[src/hdl/rlsm_sqrt.sv]
// Pipelined integer square root, two radicand bits and one root bit per stage.
module rlsm_sqrt #(
  parameter int NW    = 58,
  parameter int TAG_W = 1
) (
  input  logic              clk_i,
  input  logic              rst_ni,
  input  logic              en_i,
  input  logic              valid_i,
  input  logic [NW-1:0]     rad_i,
  input  logic [TAG_W-1:0]  tag_i,
  output logic              valid_o,
  output logic [NW/2-1:0]   root_o,
  output logic [TAG_W-1:0]  tag_o
);
  localparam int RTW = NW / 2;
  localparam int RW  = RTW + 2;

  logic [RTW-1:0]            vld_q;
  logic [RTW-1:0][RW-1:0]    rem_q;
  logic [RTW-1:0][RTW-1:0]   root_q;
  logic [RTW-1:0][NW-1:0]    rad_q;
  logic [RTW-1:0][TAG_W-1:0] tag_q;

  for (genvar k = 0; k < RTW; k++) begin : g_stage
    logic [RW-1:0]    rem_in, rem_nx;
    logic [RTW-1:0]   root_in;
    logic [NW-1:0]    rad_in;
    logic [TAG_W-1:0] tag_in;
    logic             vld_in, ge;
    logic [RW+1:0]    acc, trial;

    if (k == 0) begin : g_first
      assign rem_in  = '0;
      assign root_in = '0;
      assign rad_in  = rad_i;
      assign tag_in  = tag_i;
      assign vld_in  = valid_i;
    end else begin : g_next
      assign rem_in  = rem_q[k-1];
      assign root_in = root_q[k-1];
      assign rad_in  = rad_q[k-1];
      assign tag_in  = tag_q[k-1];
      assign vld_in  = vld_q[k-1];
    end

    // Bring down the next bit pair and test the trial root 4r+1.
    always_comb begin
      acc    = {rem_in, rad_in[NW-1-2*k -: 2]};
      trial  = (RW+2)'({root_in, 2'b01});
      ge     = (acc >= trial);
      rem_nx = ge ? RW'(acc - trial) : RW'(acc);
    end

    always_ff @(posedge clk_i) begin
      if (en_i) begin
        rem_q[k]  <= rem_nx;
        root_q[k] <= {root_in[RTW-2:0], ge};
        rad_q[k]  <= rad_in;
        tag_q[k]  <= tag_in;
      end
    end

    always_ff @(posedge clk_i or negedge rst_ni) begin
      if (!rst_ni) begin
        vld_q[k] <= 1'b0;
      end else if (en_i) begin
        vld_q[k] <= vld_in;
      end
    end
  end

  assign valid_o = vld_q[RTW-1];
  assign root_o  = root_q[RTW-1];
  assign tag_o   = tag_q[RTW-1];

endmodule

[config.mk]
export PLATFORM = sky130hd
export DESIGN_NAME = rlsm_sqrt
export DESIGN_NICKNAME = d
export VERILOG_FILES = /design/src/hdl/rlsm_sqrt.sv
export SDC_FILE = /design/constraint.sdc
export NUM_CORES = 2
export LEC_CHECK = 0
export BUFFER_PORTS_ARGS = -buffer_cell sky130_fd_sc_hd__buf_2
export CAP_MARGIN = 20
export CELL_PAD_IN_SITES_DETAIL_PLACEMENT = 1
export CELL_PAD_IN_SITES_GLOBAL_PLACEMENT = 1
export CORE_UTILIZATION = 45
export CTS_CLUSTER_DIAMETER = 100
export CTS_CLUSTER_SIZE = 16
export DETAILED_ROUTE_END_ITERATION = 8
export GPL_TIMING_DRIVEN = 0
export PLACE_DENSITY_LB_ADDON = 0.1
export SLEW_MARGIN = 20
export SYNTH_ARGS = -nofsm -noshare
export SYNTH_HDL_FRONTEND = slang
export SYNTH_SLANG_ARGS = --single-unit
export TNS_END_PERCENT = 5
[constraint.sdc]
create_clock -name clk_i -period 4.55 [get_ports clk_i]
set_clock_uncertainty 0.15 [all_clocks]
set_input_delay 0.6825 -clock clk_i [delete_from_list [all_inputs] [get_ports clk_i]]
set_output_delay 0.6825 -clock clk_i [all_outputs]
set_load 0.1 [all_outputs]
Word-level counts from Yosys, hierarchy flattened
Cells that the tools add are included.

Input bits: 63. Register bits: 2145. Output and inout bits: 31.

Multiplexer cells: 28. $lt $le $gt $ge: 29. $add $sub $neg: 28.

Operators by type and width (number): two-way mux 31 bit (27); >= comparator 33 x 10 -> 1 bit (1); >= comparator 33 x 11 -> 1 bit (1); >= comparator 33 x 12 -> 1 bit (1); >= comparator 33 x 13 -> 1 bit (1); >= comparator 33 x 14 -> 1 bit (1); >= comparator 33 x 15 -> 1 bit (1); >= comparator 33 x 16 -> 1 bit (1); >= comparator 33 x 17 -> 1 bit (1); >= comparator 33 x 18 -> 1 bit (1); >= comparator 33 x 19 -> 1 bit (1); >= comparator 33 x 20 -> 1 bit (1); >= comparator 33 x 21 -> 1 bit (1); >= comparator 33 x 22 -> 1 bit (1); >= comparator 33 x 23 -> 1 bit (1); >= comparator 33 x 24 -> 1 bit (1); >= comparator 33 x 25 -> 1 bit (1); >= comparator 33 x 26 -> 1 bit (1); >= comparator 33 x 27 -> 1 bit (1); >= comparator 33 x 28 -> 1 bit (1); >= comparator 33 x 29 -> 1 bit (1); >= comparator 33 x 3 -> 1 bit (1); >= comparator 33 x 30 -> 1 bit (1); >= comparator 33 x 4 -> 1 bit (1); 35 further kinds (35).

Logic depth before layout (Yosys ltp)
Word-level depth: 2. Depth in mapped cells: 14.

Worst setup path after synthesis
No wires, ideal clock.

Path kind: reg-to-reg. Start point: reg rem_q (netlist bit g_stage[24].rem_in[2]). End point: reg root_q (netlist bit g_stage[25].root_in[0]), data pin. Clock period less this slack: 3.481 ns. Arrival time: 3.067 ns. Stages on the path, launching flop included: 13. Path buffers: 3. Setup slack: 1.069 ns. Path through: edfxtp_1 > ha_1 > a21oi_1 > o21ai_1 > a211o_1 > a31o_2 > a221o_1 > a22o_1 > nor2b_1 > clkbuf_1 > buf_2 > buf_1 > inv_1.

Longest elaborated chain between the ends: 1.

Ends and longest elaborated chain: from (decl) (line 20) `logic [RTW-1:0][RW-1:0] rem_q;`; from (signal, indexed assignment) (line 57) `rem_q[k] <= rem_nx;`; >= comparator 33 x 26 -> 1 bit (line 51) `ge = (acc >= trial);`; via g_stage[24].ge (line 30) `logic vld_in, ge;`; to (signal, indexed assignment) (line 58) `root_q[k] <= {root_in[RTW-2:0], ge};`; to (decl) (line 21) `logic [RTW-1:0][RTW-1:0] root_q;`.

The timed path passes the listed nets, and every way through them passes these cells. A chain may end at the register's enable or synchronous reset.

Worst setup path after layout
Start point: reg root_q (netlist bit g_stage[19].root_in[4]). End point: reg rem_q (netlist bit g_stage[20].rem_in[3]), data pin.

Longest elaborated chain between the ends: 2.

Ends and longest elaborated chain: >= comparator 33 x 21 -> 1 bit (line 51); via g_stage[19].ge (line 30); two-way mux 31 bit (line 52) `rem_nx = ge ? RW'(acc - trial) : RW'(acc);`; via g_stage[19].rem_nx[3] (line 26) `logic [RW-1:0] rem_in, rem_nx;`.

The timed path passes the listed nets, and every way through them passes these cells.

==> reports/metrics.cfg <==
[timing]
maxSlewViolCount=0
finalSetupViolations=0
rsz0062_at_grt=yes
tightest_slew_ns=1.10
hold_viol=0
setup_tns_ns=0
finalCritPeriodShare=0.969
max_slew_margin=0.264
period_needed_ns=4.41
clock.fmax_mhz=227
hold_ws_ns=0.262

[pwr]
peakVddDrop_mv=0.419
leakagePower_nw=40.4
p_per_area_mw_per_mm2=459

[drt]
wl_per_cell_um=19.8
vias=57447
drtIter0Drc=3172
ant_nets=0
remaining_drc_errors=0
via_per_inst=5.41
drt-pass1-iter-count=6
routed_wl_mm=211

[hold_path]
min_path_type=reg -> reg

[final_layout]
final_core_util=0.498
final-seq-area_mm2=0.0638
nNetsFinal=8280
area_growth_pct=9.57
mostFrequentLayoutCell=edfxtp_1
instances_no_fill=10628
layout_common_cells=2100 x edfxtp_1, 569 x inv_1, 499 x nand2_1
multiInputGateArea_mm2=0.0314
fillers=21743
drive_gt1_frac=0.0590
fin_area_mm2=0.107

[floorplanning]
start_util=0.454
die_y_um=468
design.core.area_mm2=0.215
dieArea_mm2=0.219
ioPinCount=94
die_x_um=468
num_rows=170

[synth]
mappedNetlistNets=7953
synth_top_area_share=0.645
synth.avg_cell_area_um2=13.2
async_flop_share=0.0136
syn_inst=7425
synth_area_leaders=edfxtp_1 64%, ha_1 6.0%, xor2_1 3.1%, xnor2_1 3.0%, inv_1 2.2%
ys.flop_type=edfxtp_1
ys_warn_count=0
yosysTopAreaCell=edfxtp_1
ys_ff_latch=2129
syn_area_mm2=0.0978
synth_cell_types=89
synth_edf_count=2100
yosysSeqAreaShare=0.652

[place]
place_area_mm2=0.102
dp_cells=10372
dp.final_hpwl_mm=155
gp_congestion=0.871
numPortBuffers=93

[setup_path]
setup.worst_path.class=reg -> reg
cp_data_required_time_ns=4.92
cp-end-kind=register
cp-start-kind=register
worstPathMaxFanout=10
cp.arrival_ns=4.79

[grt]
grt_max_degree=150
grt_pass1_wl_mm=333
grt_pass1_vias=59889
grt.total_usage=0.193
antenna_found_initial=3
overflow=0

[clock_network]
cts_max_level=4
numClockSinks=2129
post_cts_buffers=0
tritoncts=built
clk_root_buffer_cell=clkbuf_16
clk_pin_slew_ns=0.07
numCtsBuffers=153
cts_max_path_buffers=3
clock_latency_ns=0.83

[status]
status=finished clean

[job]
max_cap_viol_count=0

per-layer routing:
| metal | wire [um] | global-route usage | up-vias | share of wire |
|---|---|---|---|---|
| li1 | - | - | 28005 | - |
| met1 | 92000 | 0.245 | 28519 | 0.44 |
| met2 | 107000 | 0.344 | 630 | 0.51 |
| met3 | 5750 | 0.0250 | 293 | 0.027 |
| met4 | 5430 | 0.0550 | 0 | 0.026 |
| met5 | 0 | 0 | - | 0 |
synth_stat cells, types with 24 or more instances:
master / n
a211oi_1: 49
a21o_1: 169
a21oi_1: 419
a31oi_1: 43
and2_1: 25
and3_1: 35
clkbuf_1: 119
dfrtp_1: 29
edfxtp_1: 2100
ha_1: 465
inv_1: 569
mux2_2: 101
nand2_1: 499
nand2b_1: 87
nand3_1: 126
nand4_1: 69
nor2_1: 443
nor2b_1: 70
nor3_1: 196
nor4_1: 114
o211ai_1: 24
o21a_1: 80
o21ai_0: 376
o21bai_1: 36
o31ai_1: 38
or2_2: 28
or3_1: 80
or4_1: 59
xnor2_1: 333
xor2_1: 351
flip-flops by register name (all words and copies together) (netlist names):
name and count:
g_stage.root_in 406, g_stage.tag_in 28, g_stage.rem_in 824, valid_o 1, root_o 29, tag_o 1
g_stage.vld_in 28, g_stage.rad_in 812
per-stage QoR:
step / power (mW) / setup WS [ns]
2_1_floorplan: 33.3 / 1.07
3_3_place_gp: 37.8 / -30.50
3_5_place_dp: 36.9 / -0.109
4_1_cts: 49.9 / 0.0159
5_1_grt: 51.8 / -0.150
6_report: 49.2 / 0.140
worst max-delay path, cell delays in order, from the launching register on:
cell and delay [ns]:
edfxtp_1 0.51, inv_1 0.08, ha_1 0.35, nand4_1 0.20, a21oi_1 0.34, o31ai_1 0.16, o211ai_1 0.17, o21ai_1 0.26
o41ai_4 0.75, clkbuf_2 0.43, clkbuf_1 0.50, a21oi_1 0.19
cells by family after synthesis:
| kind of cell | count (synthesis) | synth area share |
|---|---|---|
| other | 1 | 0.0000384 |
| and+or+nand+nor | 1909 | 0.0970 |
| AOI/OAI and AO/OA | 1420 | 0.0900 |
| buffers and inverters | 707 | 0.0273 |
| muxes | 110 | 0.0126 |
| adders and majority gates | 465 | 0.0595 |
| xor gates and xnor gates | 684 | 0.0613 |
| DFF | 2129 | 0.652 |
power breakdown:
group | switching (mW) | total (mW) | internal, mW | leakage [nW]
registers | 1.60 | 26.3 | 24.7 | 20.5
logic | 6.00 | 10.2 | 4.21 | 17.8
clock network | 6.52 | 12.7 | 6.19 | 2.04
total | 14.1 | 49.2 | 35.1 | 40.4
timing repair:
item                                   in CTS  in global routing
setup endpoints to repair                  16                 67
pin swaps                                   0                  2
hold buffers                               63                  0
resized for setup                           3                 13
endpoints found under the hold margin     109                  0
gates cloned                                0                  0
final timing paths:
kind,from,to,slack (ns),cells after the start
min reg2reg,g_stage[8].rad_in[14],g_stage[9].rad_in[14],0.26,0
max,g_stage[19].root_in[4],g_stage[20].rem_in[3],0.14,11
min in group asynchronous,rst_ni,g_stage[1].vld_in,0.27,2
max in group asynchronous,rst_ni,g_stage[28].vld_in,3.57,2
min,g_stage[8].rad_in[14],g_stage[9].rad_in[14],0.26,0
max reg2reg,g_stage[19].root_in[4],g_stage[20].rem_in[3],0.14,11
cell type report:
| cell class | count | area share |
|---|---|---|
| Antenna cell | 5 | 0.000117 |
| Buffer | 131 | 0.00480 |
| Clock buffer | 166 | 0.0364 |
| Clock inverter | 22 | 0.00271 |
| Inverter | 576 | 0.0202 |
| Multi-Input combinational cell | 4589 | 0.293 |
| Sequential cell | 2129 | 0.595 |
| Tap cell | 2838 | 0.0331 |
| Timing Repair Buffer | 172 | 0.0145 |
Note: power is estimated with default switching activity, not from simulation.
