$ cat config.mk
export PLATFORM = sky130hd
export DESIGN_NAME = rlsm_trig
export DESIGN_NICKNAME = d
export VERILOG_FILES = /design/src/hdl/rlsm_pkg.sv /design/src/hdl/rlsm_trig.sv
export SDC_FILE = /design/constraint.sdc
export NUM_CORES = 2
export LEC_CHECK = 0
export ABC_CLOCK_PERIOD_IN_PS = 8800
export BUFFER_PORTS_ARGS = -buffer_cell sky130_fd_sc_hd__buf_2
export CORE_MARGIN = 2
export CORE_UTILIZATION = 25
export CTS_CLUSTER_DIAMETER = 80
export CTS_CLUSTER_SIZE = 8
export DETAILED_ROUTE_END_ITERATION = 10
export PLACE_DENSITY = 0.4
export SYNTH_ARGS = -nofsm -noshare
export SYNTH_HDL_FRONTEND = slang
export SYNTH_SLANG_ARGS = --single-unit
$ cat constraint.sdc
create_clock -name clk_i -period 8.8 [get_ports clk_i]
set_input_delay 0.88 -clock clk_i [delete_from_list [all_inputs] [get_ports clk_i]]
set_output_delay 0.88 -clock clk_i [all_outputs]
set_load 0.02 [all_outputs]
$ cat src/hdl/rlsm_pkg.sv
// Package with the transfer types and fixed constants of the light sensor ring model.
package rlsm_pkg;

  // Input transfer: light offset from the robot and robot heading.
  typedef struct packed {
    logic signed [23:0] light_offset_x;
    logic signed [23:0] light_offset_y;
    logic [15:0]        heading;
  } in_item_t;

  // Output transfer: one reading per sensor, summary on the last one.
  typedef struct packed {
    logic [2:0]  sensor_index;
    logic [23:0] intensity;
    logic        is_last;
    logic [23:0] peak_intensity;
    logic [2:0]  peak_sensor;
    logic        thresh_hit;
  } out_item_t;

  // Register map, selected by address bit 2.
  localparam logic REG_RING_RADIUS = 1'b0;
  localparam logic REG_THRESHOLD   = 1'b1;

  localparam logic [22:0] RADIUS_RESET    = 23'd6554;
  localparam logic [23:0] THRESHOLD_RESET = 24'd819200;
  localparam logic [23:0] INTENSITY_MAX   = 24'hFFFFFF;

  // Sine polynomial coefficients, Q16.
  localparam logic [16:0] TRIG_C1      = 17'd102944;
  localparam logic [15:0] TRIG_C2      = 16'd42048;
  localparam logic [12:0] TRIG_C3      = 13'd4640;
  localparam logic [16:0] TRIG_ONE     = 17'd65536;
  localparam logic [15:0] QUARTER_TURN = 16'd16384;

  // Distance, reciprocal and square root widths.
  localparam int DIST_W = 51;
  localparam int QUO_W  = 57;
  localparam int SQIN_W = 58;
  localparam int ROOT_W = 29;

endpackage

$ cat src/hdl/rlsm_trig.sv
// Four-stage pipelined sine and cosine of a binary angle, Q16 result.
module rlsm_trig #(
  parameter int TAG_W = 1
) (
  input  logic               clk_i,
  input  logic               rst_ni,
  input  logic               en_i,
  input  logic               valid_i,
  input  logic [15:0]        angle_i,
  input  logic [TAG_W-1:0]   tag_i,
  output logic               valid_o,
  output logic signed [17:0] sin_o,
  output logic signed [17:0] cos_o,
  output logic [TAG_W-1:0]   tag_o
);
  import rlsm_pkg::*;

  logic [3:0]             vld_q;
  logic [3:0][TAG_W-1:0]  tag_q;

  // Lane 0 computes sine, lane 1 cosine (sine a quarter turn ahead).
  logic [1:0][15:0] lane_ang;
  logic [1:0][16:0] a_x_d, a_x_q, b_x_q, c_x_q;
  logic [1:0][16:0] a_x2_d, a_x2_q, b_x2_q;
  logic [1:0]       a_neg_q, b_neg_q, c_neg_q, d_neg_unused;
  logic [1:0][15:0] b_t_d, b_t_q;
  logic [1:0][16:0] c_t_d, c_t_q;
  logic [1:0][17:0] d_s_d, d_s_q;

  assign lane_ang[0] = angle_i;
  assign lane_ang[1] = angle_i + QUARTER_TURN;
  assign d_neg_unused = '0;

  for (genvar l = 0; l < 2; l++) begin : g_lane
    logic [14:0] f;
    logic [33:0] pa, pc, pd;
    logic [29:0] pb;
    logic [17:0] s;
    logic [16:0] sc;

    // Stage A: fold into the first quadrant and square.
    always_comb begin
      if (lane_ang[l][14]) begin
        f = 15'(15'd16384 - {1'b0, lane_ang[l][13:0]});
      end else begin
        f = {1'b0, lane_ang[l][13:0]};
      end
      a_x_d[l] = {f, 2'b00};
      pa = 34'(a_x_d[l]) * 34'(a_x_d[l]);
      a_x2_d[l] = pa[32:16];
    end

    // Stage B: innermost polynomial term.
    always_comb begin
      pb = 30'(TRIG_C3) * 30'(a_x2_q[l]);
      b_t_d[l] = 16'(TRIG_C2 - {2'b00, pb[29:16]});
    end

    // Stage C: middle polynomial term.
    always_comb begin
      pc = 34'(b_t_q[l]) * 34'(b_x2_q[l]);
      c_t_d[l] = 17'(TRIG_C1 - pc[32:16]);
    end

    // Stage D: final product, clamp to one and apply the sign.
    always_comb begin
      pd = 34'(c_x_q[l]) * 34'(c_t_q[l]);
      s  = pd[33:16];
      sc = (s > {1'b0, TRIG_ONE}) ? TRIG_ONE : s[16:0];
      d_s_d[l] = c_neg_q[l] ? 18'(-{1'b0, sc}) : {1'b0, sc};
    end

    always_ff @(posedge clk_i) begin
      if (en_i) begin
        a_x_q[l]   <= a_x_d[l];
        a_x2_q[l]  <= a_x2_d[l];
        a_neg_q[l] <= lane_ang[l][15];
        b_x_q[l]   <= a_x_q[l];
        b_x2_q[l]  <= a_x2_q[l];
        b_t_q[l]   <= b_t_d[l];
        b_neg_q[l] <= a_neg_q[l];
        c_x_q[l]   <= b_x_q[l];
        c_t_q[l]   <= c_t_d[l];
        c_neg_q[l] <= b_neg_q[l] ^ d_neg_unused[l];
        d_s_q[l]   <= d_s_d[l];
      end
    end
  end

  // Valid and side data travel alongside the arithmetic.
  always_ff @(posedge clk_i or negedge rst_ni) begin
    if (!rst_ni) begin
      vld_q <= '0;
    end else if (en_i) begin
      vld_q <= {vld_q[2:0], valid_i};
    end
  end

  always_ff @(posedge clk_i) begin
    if (en_i) begin
      tag_q <= {tag_q[2:0], tag_i};
    end
  end

  assign valid_o = vld_q[3];
  assign tag_o   = tag_q[3];
  assign sin_o   = d_s_q[0];
  assign cos_o   = d_s_q[1];

endmodule

# --- After elaboration in Yosys (flattened, before gate mapping) ---
# Index checks and enable logic that the tools add are counted.
op_classes:
  magnitude_cmp: 2
  multipliers: 8
  bitwise_logic: 0
  mux: 6
  n_addsub: 9
  eq_ne: 0
  shift: 0
  n_reduce_logical: 0
  n_div: 0
ops:
  columns: ["cell", "n"]
  rows:
  - ["two-way mux 17 bit", 4]
  - ["multiplier 16 x 17 -> 33 bit", 2]
  - ["multiplier 15 x 17 -> 32 bit", 2]
  - ["multiplier 15 x 15 -> 29 bit", 2]
  - ["multiplier 8 x 17 -> 25 bit (first input constant)", 2]
  - ["> comparator 18 x 17 -> 1 bit (second input constant)", 2]
  - ["negator 17 -> 18 bit", 2]
  - ["subtractor 17 bit (first input constant)", 2]
  - ["subtractor 16 x 14 -> 16 bit (first input constant)", 2]
  - ["two-way mux 15 bit", 2]
  - ["subtractor 15 x 14 -> 15 bit (first input constant)", 2]
  - ["adder 16 x 15 -> 16 bit (second input constant)", 1]
word_totals:
  memories: 0
  word_cells: 54
  latch_bits: 0
  input_bits: 21
  ram_bits: 0
  out_inout_bits: 38
  rom_bits: 0
  ff_bits: 274

# --- Longest topological paths before layout ---
depth:
  depth_word: 5
  mapped_depth: 34
  ltp_nobuf: 32

# --- Least setup slack after synthesis ---
# Ideal clock, no wire load.
synth_timing:
  path_kind: "in2reg"
  startpoint: "input port angle_i[0]"
  endpoint: "register a_x2_q[16] (netlist bit), data pin"
  path_slack_ns: -0.095
  cell_stages: 31
  setup_ns: 0.260
  arrival_ns: 8.635
  t_required_ns: 8.540
  cell_sequence: "inv_1 -> clkbuf_1 -> ha_1 -> nand2_1 -> or3_1 -> or3_1 -> and2_1 -> xnor2_1 -> nor2_1 -> fa_1 -> inv_1 -> fa_1 -> inv_1 -> fa_1 -> inv_1 -> fa_1 -> fa_1 -> inv_1 -> fa_1 -> ha_1 -> a2111oi_0 -> o32ai_1 -> a31oi_1 -> o21ai_0 -> a41o_1 -> a41o_1 -> a211oi_1 -> nor2b_1 -> o21a_1 -> nor2_1 -> xnor2_1"
synth_between:
  elab_chain_len: 3
synth_lines:
  columns: ["element", "line", "source"]
  rows:
  - ["start, declared", "rlsm_trig.sv:9", "input logic [15:0] angle_i,"]
  - ["subtractor 15 x 14 -> 15 bit", "rlsm_trig.sv:44", "f = 15'(15'd16384 - {1'b0, lane_ang[l][13:0]});"]
  - ["two-way mux 15 bit *", "rlsm_trig.sv:43", "if (lane_ang[l][14]) begin"]
  - ["multiplier 15 x 15 -> 29 bit *", "rlsm_trig.sv:49", "pa = 34'(a_x_d[l]) * 34'(a_x_d[l]);"]
  - ["net g_lane[0].pa[32]", "rlsm_trig.sv:36", "logic [33:0] pa, pc, pd;"]
  - ["end signal, assigned by index", "rlsm_trig.sv:76", "a_x2_q[l] <= a_x2_d[l];"]
  - ["end, declared", "rlsm_trig.sv:24", "logic [1:0][16:0] a_x2_d, a_x2_q, b_x2_q;"]
# Mark *: on every way through the listed nets, which the timed path passes. The rest lies on a longest branch.
# A chain may end at the register's enable or synchronous reset.

==> metrics.md <==
| Metric | Value |
|---|---|
| Status | finished, final reports clean |
| Fraction of registers with async set/reset | 0.0148 |
| Non-filler cells, final | around 9500 |
| Critical path class | reg2reg |
| Setup-failing EPs final | 0 |
| Initial DRC count | approximately 1800 |
| Max cap viols | 0 |
| R2r endpoint | cos_o[10]$_DFFE_PP_ |
| Slowest-stage cell, CP | fa_1 |
| Synth Area in Simple Gates | 0.151 |
| Die area | ~240000 sq um |
| Layout overhead on the synthesized area | 12.1% |
| Final net count | a little over 8000 |
| DR pass1 iterations | 5 |
| CTS buffer count | 44 |
| DRC viols | 0 |
| Fin. Hold Viols | 0 |
| Most frequent CP cell | fa_1 |
| Reg2reg start | c_x_q[19]$_DFFE_PP_ |
| Worst r2r path cells | 28 |
| Placed Cells incl. Taps | roughly 9400 |
| Relative slew slack | 0.319 |
| Crit path arrival time | 8.78 ns |
| Worst Tran Pin Value | between 1 and 1.5 ns |
| Initial core utilization | 0.252 |
| Number of I/O port buffers | between 50 and 60 |
| Worst reg2reg setup slack | 0.38 ns |
| Layout cells sized above 1 | 0.0711 |
| RSZ-0062 raised after global routing | no |
| Final WL | approximately 160000 microns |
| Worst-Skew Late Latency | just over 0.6 ns |
| Max-slew violations | 0 |
| Fmax | 119 MHz |
| Initial antenna violation count | 18 |
| Mapped Cells | ~6200 |
| Netlist cell types | 91 |
| Synthesized area per cell | 9.52 sq um |
| Total number of vias | about 40000 |
| Highest-count cells in the layout ignoring fill and taps | 1335 x inv_1, 1091 x fa_1, 758 x nand2_1, 672 x ha_1, 497 x and2_1 |
| Clock root buffer | clkbuf_16 |
| Clock tree buffer depth | 3 |
| Crit path max fanout | 6 |
| Adder-cell area share of the yosys netlist | 0.516 |
| Synthesis warning total | 0 |
| Crit share post-route | 0.957 |
| Number of synthesized flops with an enable pin | between 200 and 300 |
| H-tree depth | 2 |
| DP HPWL | 133000 microns |
| Gr ovfl total | 0 |
| Fin Clk Skew | 0.0186 ns |
| Startpoint type of the worst setup path | flop |
| Core area | ~230000 sq um |
| Post-synthesis sequential element count | 271 |
| Hold_ws | around 0.060 ns |
| Die X | approximately 490 microns |
| WP data required | about 9 ns |
| Utilization after layout | 0.282 |
| # rows | around 180 |
| # IOs | 59 |
| Fill count | around 25000 |
| Most common flop cell mapped by yosys | edfxtp_1 |
| Worst setup EP type | flop |
| Hold WC Path Type | in2async |
| Routability cong. | 0.816 |
| Post-synthesis mux area share | 0.00361 |
| Post-synthesis sequential area ratio | 0.139 |
| Clock sink total | approximately 270 |
| Worst-path clk slew | ~0.05 ns |
| First-pass GRT wire length | ~260000 microns |
| CP peak stage delay | 0.62 ns |
| Largest family of logic cells by synthesized area | adder cells |
| Synth Area in Compound Gates | 0.0585 |
| Mapped cell area | 58600 sq um |
| Hold Buf Count CTS | 0 |
| CTS tree | yes |
| Commonest non-fill, non-tap cell in the layout | inv_1 |
| Number of global-route vias before repair | roughly 45000 |
| Global-route usage over all layers | 0.139 |
| Routed Antenna Nets | 0 |
| DP Worst Slack | -0.269 ns |
| Detailed-route wire length per cell | about 17 microns |
| Largest net degree at the start of global routing | 134 |
| Worst setup margin | 0.381 ns |
| Final min period | about 8.4 ns |
| Die H | approximately 490 microns |
| XOR/XNOR share of the synthesized area | 0.0319 |
| Vias/cell | between 4 and 5 |
[worst max path at each step]
stage                     slack, ns                 from  cells past startpoint                    to
after floorplan                0.04           angle_i[2]                     31  a_x2_q[16]$_DFFE_PP_
after global placement        -0.33           angle_i[0]                     31  a_x2_q[16]$_DFFE_PP_
after detailed placement      -0.27           angle_i[0]                     31  a_x2_q[16]$_DFFE_PP_
after CTS                      0.22  c_t_q[28]$_DFFE_PP_                     29   cos_o[12]$_DFFE_PP_
after global routing           0.01  c_t_q[30]$_DFFE_PP_                     30   cos_o[10]$_DFFE_PP_
final                          0.38  c_x_q[19]$_DFFE_PP_                     28   cos_o[10]$_DFFE_PP_
[cell type report]
| type | instances | area [sq um] | area share |
|---|---|---|---|
| multi-input combinational | 4351 | 44800 | 0.681 |
| inverter | 1343 | 5040 | 0.0768 |
| clock buffer | 52 | 1140 | 0.0174 |
| clock inverter | 14 | 176 | 0.00269 |
| tap | 3132 | 3920 | 0.0597 |
| sequential | 271 | 8120 | 0.124 |
| antenna | 7 | 17.5 | 0.000267 |
| timing repair buffer | 342 | 2510 | 0.0382 |
[layer usage]
metal  routed length, microns  vias up  track usage
li1                         -    19400            -
met1                    76800    20800        0.194
met2                    75400      586        0.231
met3                     5870      155       0.0165
met4                     3280        2       0.0306
met5                       10        -            0
[synthesized netlist by cell type, drive strengths merged, types with 6 or more instances]
cell type,n,share of area
a221oi,8,0.0015
mux2,9,0.0017
nor4,19,0.0021
or2,22,0.0023
xor2,89,0.013
ha,672,0.14
nand4,24,0.0026
fa,1091,0.37
nand2,758,0.049
o41ai,6,0.0010
a211o,8,0.0012
a32oi,7,0.0014
a41o,7,0.0012
a211oi,22,0.0030
buf,11,0.00094
a21o,50,0.0064
nor3b,6,0.00077
o31ai,18,0.0023
inv,1335,0.086
nor2,263,0.017
o21bai,17,0.0022
a21boi,11,0.0014
clkbuf,197,0.013
or3,26,0.0028
a21oi,126,0.011
o22ai,8,0.00085
o21ai,90,0.0077
a31oi,18,0.0019
edfxtp,267,0.14
clkinv,8,0.00051
xnor2,122,0.018
o21a,35,0.0045
a2111oi,11,0.0021
and2,499,0.053
nand3,50,0.0043
nor3,60,0.0053
and3,28,0.0031
o211ai,16,0.0021
mux2i,11,0.0019
nor2b,34,0.0036
nand2b,23,0.0025
[critical path: cells and delay by family (launching register included)]
family / cells / cell delay, ns
AOI/OAI and AO/OA: 8 / 1.92
DFF: 1 / 0.42
xor gates and xnor gates: 1 / 0.18
and+or+nand+nor: 7 / 1.72
buffers and inverters: 4 / 0.26
adders and majority gates: 8 / 3.66
[logic make-up after synthesis]
logic type / Yosys count
DFF: 271
buffers and inverters: 1551
muxes: 20
adders and majority gates: 1763
xor gates and xnor gates: 212
and+or+nand+nor: 1834
AOI/OAI and AO/OA: 502
other: 2
[stage by stage]
step | setup TNS (ns) | area [sq um]
floorplan | 0 | 58700
CTS | 0 | 65600
global route | 0 | 65700
finish | 0 | 65700
detailed placement | -1.28 | 64300
global placement | -1.41 | 64300
[state kept, by name (all words and copies together) (netlist names)]
signal,cells
b_x2_q,34
a_x2_q,34
c_neg_q,2
c_t_q,34
tag_o,1
vld_q,4
c_x_q,29
b_neg_q,2
b_x_q,29
tag_q,3
cos_o,18
a_neg_q,2
b_t_q,32
sin_o,18
a_x_q,29
[what timing repair did]
item                                   4_1_cts  5_1_grt
endpoints found under the hold margin        0        0
setup endpoints to repair                    0       12
buffers inserted                             0        5
resized for setup                            0        5
Power is not shown: default switching activity piles up to over one toggle a cycle in this logic, so the estimate is an artifact.
